File: src/hdl/sspq_pkg.sv
// ----------------------------------------------------------------------------
// sspq_pkg
// Types and constants shared by the stable sorted priority queue modules.
// ----------------------------------------------------------------------------
package sspq_pkg;

  // default number of queue slots
  localparam int DEPTH_DEF = 16;

  // action codes
  localparam logic ACT_ENQ = 1'b0;
  localparam logic ACT_DEQ = 1'b1;

  // status codes
  localparam logic [1:0] ST_DONE  = 2'd0;
  localparam logic [1:0] ST_FULL  = 2'd1;
  localparam logic [1:0] ST_EMPTY = 2'd2;

  // input item
  typedef struct packed {
    logic               action;
    logic signed [15:0] priority_req;
    logic        [15:0] payload_tag;
  } sspq_in_t;

  // result item
  typedef struct packed {
    logic        [1:0]  status;
    logic               front_valid;
    logic signed [15:0] front_priority;
    logic        [15:0] front_tag;
    logic        [4:0]  count;
  } sspq_out_t;

  // one stored entry
  typedef struct packed {
    logic               valid;
    logic signed [15:0] prio;
    logic        [15:0] tag;
  } sspq_ent_t;

  // what a cell shows its neighbors
  typedef struct packed {
    sspq_ent_t ent;
    logic      keep;  // entry stays put on an enqueue (prio <= new prio)
  } sspq_cell_t;

  // per-cycle command broadcast to every cell
  typedef struct packed {
    logic               enq;
    logic               deq;
    logic signed [15:0] prio;
    logic        [15:0] tag;
  } sspq_ctl_t;

endpackage

File: src/hdl/sspq_cell.sv
// ----------------------------------------------------------------------------
// sspq_cell
// One slot of the sorted queue: holds an entry, compares it with the new
// priority and shifts right on an insert or left on a removal.
// ----------------------------------------------------------------------------
module sspq_cell (
  input  logic                clk,
  input  logic                rst_n,
  input  sspq_pkg::sspq_ctl_t ctl_i,
  input  sspq_pkg::sspq_cell_t left_i,
  input  sspq_pkg::sspq_ent_t right_i,
  output sspq_pkg::sspq_cell_t state_o,
  output sspq_pkg::sspq_ent_t nxt_o
);
  import sspq_pkg::*;

  sspq_ent_t ent_r;
  sspq_ent_t ent_nxt;
  logic      keep;

  // entry stays in place when it sorts before or equal to the new one
  assign keep = ent_r.valid && ($signed(ent_r.prio) <= $signed(ctl_i.prio));

  assign state_o.ent  = ent_r;
  assign state_o.keep = keep;
  assign nxt_o        = ent_nxt;

  // next entry: hold, take new item, shift from left or shift from right
  always_comb begin
    ent_nxt = ent_r;
    if (ctl_i.enq && !keep) begin
      if (left_i.keep) begin
        ent_nxt.valid = 1'b1;
        ent_nxt.prio  = ctl_i.prio;
        ent_nxt.tag   = ctl_i.tag;
      end else begin
        ent_nxt = left_i.ent;
      end
    end else if (ctl_i.deq) begin
      ent_nxt = right_i;
    end
  end

  // valid bit is control, entry data needs no reset
  always_ff @(posedge clk) begin
    if (!rst_n) begin
      ent_r.valid <= 1'b0;
    end else begin
      ent_r.valid <= ent_nxt.valid;
    end
    ent_r.prio <= ent_nxt.prio;
    ent_r.tag  <= ent_nxt.tag;
  end

endmodule

File: src/hdl/stable_sorted_priority_queue.sv
// Latency: the result item is registered in the cycle after the input item is accepted.
// Throughput: one item per cycle while results are taken; every cell compares and shifts in that same cycle.
// A stalled result blocks input only while the output register is still full.
// Reset: all cells invalid and the count zero; entry data is left as is.
// ----------------------------------------------------------------------------
// stable_sorted_priority_queue
// Priority queue kept as a row of sorted cells; equal priorities leave in
// arrival order. Every item returns the status, the front entry and the count.
// ----------------------------------------------------------------------------
module stable_sorted_priority_queue #(
  parameter int DEPTH = sspq_pkg::DEPTH_DEF
) (
  input  logic                clk,
  input  logic                rst_n,
  input  logic                in_valid,
  output logic                in_ready,
  input  sspq_pkg::sspq_in_t  in_item,
  output logic                out_valid,
  input  logic                out_ready,
  output sspq_pkg::sspq_out_t out_item
);
  import sspq_pkg::*;

  localparam int CntW = $clog2(DEPTH + 1);

  sspq_cell_t      cell_st  [DEPTH];
  sspq_ent_t       cell_nxt [DEPTH];
  sspq_ctl_t       ctl;
  logic            fire;
  logic            full;
  logic            empty;
  logic [CntW-1:0] count_r;
  logic [CntW-1:0] count_nxt;
  logic            out_valid_r;
  logic            out_valid_nxt;
  sspq_out_t       out_r;
  sspq_out_t       out_nxt;

  // handshake: take an item whenever the result register is free or draining
  assign in_ready = !out_valid_r || out_ready;
  assign fire     = in_valid && in_ready;
  assign full     = cell_st[DEPTH-1].ent.valid;
  assign empty    = !cell_st[0].ent.valid;

  // command broadcast to the cells
  always_comb begin
    ctl.enq  = fire && (in_item.action == ACT_ENQ) && !full;
    ctl.deq  = fire && (in_item.action == ACT_DEQ) && !empty;
    ctl.prio = in_item.priority_req;
    ctl.tag  = in_item.payload_tag;
  end

  // row of cells
  for (genvar i = 0; i < DEPTH; i++) begin : g_cell
    sspq_cell_t left;
    sspq_ent_t  right;
    if (i == 0) begin : g_first
      // head boundary: always "keeps", so a new item that sorts first lands in the first cell
      assign left = '{ent: '{valid: 1'b1, prio: '0, tag: '0}, keep: 1'b1};
    end else begin : g_mid
      assign left = cell_st[i-1];
    end
    if (i == DEPTH - 1) begin : g_last
      assign right = '{valid: 1'b0, prio: '0, tag: '0};
    end else begin : g_inner
      assign right = cell_st[i+1].ent;
    end
    sspq_cell u_cell (
      .clk     (clk),
      .rst_n   (rst_n),
      .ctl_i   (ctl),
      .left_i  (left),
      .right_i (right),
      .state_o (cell_st[i]),
      .nxt_o   (cell_nxt[i])
    );
  end

  // entry count
  always_comb begin
    count_nxt = count_r;
    if (ctl.enq) begin
      count_nxt = count_r + CntW'(1);
    end else if (ctl.deq) begin
      count_nxt = count_r - CntW'(1);
    end
  end

  // result item from the front cell after the step
  always_comb begin
    out_nxt = out_r;
    out_valid_nxt = out_valid_r && !out_ready;
    if (fire) begin
      out_valid_nxt       = 1'b1;
      out_nxt.status      = ST_DONE;
      if ((in_item.action == ACT_ENQ) && full) begin
        out_nxt.status = ST_FULL;
      end else if ((in_item.action == ACT_DEQ) && empty) begin
        out_nxt.status = ST_EMPTY;
      end
      out_nxt.front_valid = cell_nxt[0].valid;
      if (cell_nxt[0].valid) begin
        out_nxt.front_priority = cell_nxt[0].prio;
        out_nxt.front_tag      = cell_nxt[0].tag;
      end else begin
        out_nxt.front_priority = '0;
        out_nxt.front_tag      = '0;
      end
      out_nxt.count = 5'(count_nxt);
    end
  end

  // control registers
  always_ff @(posedge clk) begin
    if (!rst_n) begin
      count_r     <= '0;
      out_valid_r <= 1'b0;
    end else begin
      count_r     <= count_nxt;
      out_valid_r <= out_valid_nxt;
    end
  end

  // result payload
  always_ff @(posedge clk) begin
    out_r <= out_nxt;
  end

  assign out_valid = out_valid_r;
  assign out_item  = out_r;

endmodule

File: config.mk
export PLATFORM = sky130hd
export DESIGN_NAME = stable_sorted_priority_queue
export DESIGN_NICKNAME = d
export VERILOG_FILES = /design/src/hdl/sspq_pkg.sv /design/src/hdl/sspq_cell.sv /design/src/hdl/stable_sorted_priority_queue.sv
export SDC_FILE = /design/constraint.sdc
export NUM_CORES = 2
export LEC_CHECK = 0
export CAP_MARGIN = 15
export CORE_MARGIN = 4
export CORE_UTILIZATION = 57
export CTS_CLUSTER_DIAMETER = 200
export CTS_CLUSTER_SIZE = 28
export DETAILED_ROUTE_END_ITERATION = 6
export DONT_BUFFER_PORTS = 1
export GPL_TIMING_DRIVEN = 0
export PLACE_DENSITY = 0.74
export SLEW_MARGIN = 30
export SYNTH_ARGS = -nofsm -noshare
export SYNTH_HDL_FRONTEND = slang
export SYNTH_HIERARCHICAL = 1
export SYNTH_SLANG_ARGS = --single-unit
File: constraint.sdc
create_clock -name clk -period 4.3 [get_ports clk]
set_input_delay 0 -clock clk [delete_from_list [all_inputs] [get_ports clk]]
set_output_delay 0 -clock clk [all_outputs]
set_load 0.05 [all_outputs]
Yosys cells after proc, flatten, opt, wreduce, memory -nomap -nowiden
Cells that the tools add are included.
{ "word_totals": {"word_cells": 201, "output_inout_bits": 42, "regBits": 574, "inputBits": 37} }
{ "classes": {"reduce_logical": 76, "bitwise_logic": 1, "muxes": 51, "n_addsub": 2, "order_cmp": 16} }
{ "ops": {"columns": ["cell", "n"], "rows": [
  ["two-way mux 33 bit", 47],
  ["less-or-equal comparator 16 bit", 16],
  ["logical AND 1 bit", 40],
  ["nonzero test 2 bit", 15],
  ["logical NOT 1 bit", 20],
  ["two-way mux 5 bit", 2],
  ["adder 5 x 1 -> 5 bit (second input constant)", 1],
  ["subtractor 5 x 1 -> 5 bit (second input constant)", 1],
  ["two-way mux 2 bit", 1],
  ["logical OR 1 bit", 1],
  ["two-way mux 1 bit", 1],
  ["NOT 1 bit", 1]
]} }

Longest topological paths before layout
{ "logic_depth": {"depth_word": 7, "depth_mapped": 16} }

Hierarchy
Netlist, hierarchy kept.
{ "modules_own_cells": {"columns": ["module", "cells_each", "seq_area_each_um2", "area_per_inst_um2", "instances"], "rows": [
  ["sspq_cell (g_cell[2].u_cell ...)", 214, 660.6, 2252.2, 8],
  ["sspq_cell (g_cell[0].u_cell ...)", 213, 660.6, 2233.4, 8],
  ["stable_sorted_priority_queue", 129, 1321.3, 1855.5, 1]
]} }

Least setup slack after synthesis
Ideal clock, no wire load.
{ "synth_timing": {"kind": "reg-to-reg", "start": "reg out_valid_r (netlist: out_valid)", "end": "reg out_r, in the netlist out_item[10] (data pin)", "stages_incl_launch_ff": 10, "t_arrival_ps": 3922, "required_time_ps": 4169, "synth_period_minus_slack_ps": 4053, "path_buffers": 2, "setup_slack_ps": 247, "path_cell_list": "dfxtp_1 > nor2b_1 > inv_1 > nand2_1 > nor3_1 > and4_1 > buf_6 > mux2i_1 > clkbuf_1 > and2_1"} }
{ "synth_lines": {"columns": ["item", "line_no", "text"], "rows": [
  ["start, declared", "stable_sorted_priority_queue.sv:34", "logic out_valid_r;"],
  ["start signal, assigned", "stable_sorted_priority_queue.sv:120", "out_valid_r <= out_valid_nxt;"],
  ["end signal, assigned", "stable_sorted_priority_queue.sv:126", "out_r <= out_nxt;"],
  ["end, declared", "stable_sorted_priority_queue.sv:36", "sspq_out_t out_r;"]
]} }

==> reports/metrics.json <==
{
  "filler_cell_count": 5641,
  "fp.dieH_um": 265,
  "finalNetCount": 3955,
  "ir_drop_uv": 402,
  "ant_nets": 0,
  "synth.yosys.warnings": 6,
  "fmaxAchievable_ghz": 0.256,
  "initial_utilization_pct": 57.9,
  "cts-htree-levels": 1,
  "later_pin_clock_latency_in_the_skew_report_ns": 0.60,
  "finClkSkew_ns": 0.0281,
  "drt-wirelength-per-cell_um": 19.3,
  "slew_headroom_pct": 30.7,
  "groute.usage.overall_pct": 24.0,
  "hold_violations": 0,
  "post-route-period-util_pct": 90.9,
  "crit_fanout": 16,
  "grt_start_max_net_pins": 41,
  "buffer_ports.inserted": 0,
  "timing.critical_path.required_ns": 4.66,
  "share_seq_of_total_power_pct": 46.6,
  "routed_via_density": 5.54,
  "grt_first_pass_wirelength_um": 140000,
  "capturing_element_type_of_the_critical_path": "flip-flop",
  "overflow": 0,
  "dieArea_mm2": 0.0701,
  "ratio_of_cells_with_drive_above_1_in_the_final_layout_pct": 4.31,
  "detailedRoute.firstPassIterationCount": 5,
  "power.density_mw_per_mm2": 558,
  "finalMaxSlewViolations": 0,
  "worstMarginPinSlew_ns": 1.04,
  "drtIter0Drc": 1262,
  "cts_setup_buffers": 0,
  "tritoncts": "yes",
  "clock_buffers_created_by_tritoncts": 24,
  "min_delay_path_depth": 6,
  "timing.hold.worst.class": "input pin to flip-flop",
  "combinational_power_share_pct": 41.0,
  "die_x_um": 265,
  "max-clock-path-buffers": 3,
  "dpl.hpwl_um": 66300,
  "cell_internal_pwr_mw": 13.6,
  "vias_in_the_first_global_route": 25300,
  "core_region_area_mm2": 0.0649,
  "setup_slack_ns": 0.392,
  "switching_share_pct": 39.3,
  "total_switching_power_mw": 8.78,
  "fin_crit_ns": 3.91,
  "grt_setup_unrepaired": "no",
  "outcome": "finished clean",
  "r2r_slack_ns": 0.39,
  "r2r.worst_path.cells": 9,
  "cts.sink_count": 574,
  "start_kind": "flip-flop",
  "remaining_drc_errors": 0,
  "dp_slack_ns": 0.187,
  "part_of_the_total_power_dissipated_in_the_clock_network_pct": 12.4,
  "timing_worst_setup_path_type": "flip-flop to flip-flop",
  "layout-area-overhead-vs-synth_pct": 6.54,
  "dpl.cell_count": 4446,
  "grt_antenna_before_repair": 6,
  "finish.cell_count_without_fillers": 4524,
  "report.final.setup_viol": 0,
  "floorplan.io_pins": 79,
  "syn_area_per_cell_um2": 10.7,
  "via_count": 25100,
  "drt_wl_total_um": 87300,
  "synth.cell_area_mm2": 0.0376,
  "path_clk_slew_ns": 0.12,
  "max-cap-violations": 0,
  "place.gp.congestion": 0.878,
  "std_cell_rows": 93,
  "worst_hold_slack_ns": 0.0822,
  "leakage_component_of_the_power_nw": 15.0,
  "cp.arrival_ns": 4.27,
  "clockRootBuffer": "clkbuf_16",
  "synthCells": 3522
}
## critical path: stages, from the launching register on
cell and delay, ns:
dfxtp_1 0.50, nor2b_1 0.30, inv_1 0.42, nand2_1 0.25
nor2_4 0.42, clkbuf_1 0.36, clkbuf_1 0.72, mux2i_1 0.26
mux2i_1 0.20, and2_1 0.22
## per-layer routing
metal  part of all wire (%)  GRT usage [%]  wire length, um  vias to the layer above
met5                  0.016              0               14                        -
met4                    2.4           5.43             2100                        2
met3                    2.8           2.19             2410                      109
met2                     47           41.8            40900                      345
met1                     48           32.6            41800                    11600
li1                       -              -                -                    13000
## power by group through the flow
| stage | clock (mW) | combinational [mW] | sequential (mW) |
|---|---|---|---|
| global placement | 0 | 8.68 | 10.4 |
| global route | 3.03 | 10.4 | 10.8 |
| CTS | 2.87 | 9.16 | 10.4 |
| detailed placement | 0 | 8.97 | 10.5 |
| floorplan | 0 | 7.38 | 9.63 |
| finish | 2.78 | 9.17 | 10.4 |
## registers in the layout (all words and copies together), names as in the netlist
name                   count
g_cell.u_cell/state_o    528
count_r                    5
out_valid                  1
out_item                  40
## per-stage QoR
stage | TNS [ns] | cell area [um2] | util, % | total power [mW]
2_1_floorplan | 0 | 37800 | - | 17.0
3_3_place_gp | -876.65 | 38900 | 59.9 | 19.1
3_5_place_dp | 0 | 38900 | 60.0 | 19.5
4_1_cts | 0 | 40000 | 61.7 | 22.4
5_1_grt | 0 | 40000 | 61.7 | 24.2
6_report | 0 | 40100 | 61.7 | 22.4
## worst paths after layout
| check | to | start |
|---|---|---|
| setup / recovery | out_item[32] | out_valid |
| hold / removal | g_cell[8].u_cell/state_o[33] | in_item[31] |
| setup reg to reg | out_item[32] | out_valid |
| hold reg to reg | count_r[4] | count_r[4] |
## cell type report
| cell class | count | area (um2) | share of cell area, % |
|---|---|---|---|
| multi-input combinational | 2526 | 23200 | 58.0 |
| antenna | 4 | 10.0 | 0.0250 |
| tap | 855 | 1070 | 2.67 |
| clock inverter | 1 | 16.3 | 0.0406 |
| buffer | 204 | 1670 | 4.17 |
| timing repair buffer | 46 | 458 | 1.14 |
| inverter | 284 | 1070 | 2.66 |
| sequential | 574 | 11900 | 29.7 |
| clock buffer | 30 | 644 | 1.61 |
## cell usage in the layout (no fill, tap or decap), types with 9 or more instances in the layout
master / count
a21o_1: 24
a21oi_1: 58
and2_1: 43
buf_12: 49
buf_4: 18
buf_6: 9
clkbuf_1: 137
clkbuf_16: 25
conb_1: 68
dfxtp_1: 534
dlygate4sd3_1: 41
edfxtp_1: 40
ha_1: 258
inv_1: 283
mux2i_1: 1547
nand2_1: 70
nand2b_1: 11
nand3_1: 39
nand4_1: 66
nor2_1: 41
nor2b_1: 26
nor3_1: 17
nor4_1: 18
o211ai_1: 9
o21ai_0: 41
o21bai_1: 16
o22ai_1: 9
or3_1: 16
## repair_timing
action,CTS,global route
gates resized for setup,0,1
hold buffers,42,1
hold endpoints to repair,563,1
setup endpoints to repair,0,6
Note: power is estimated with default switching activity, not from simulation.
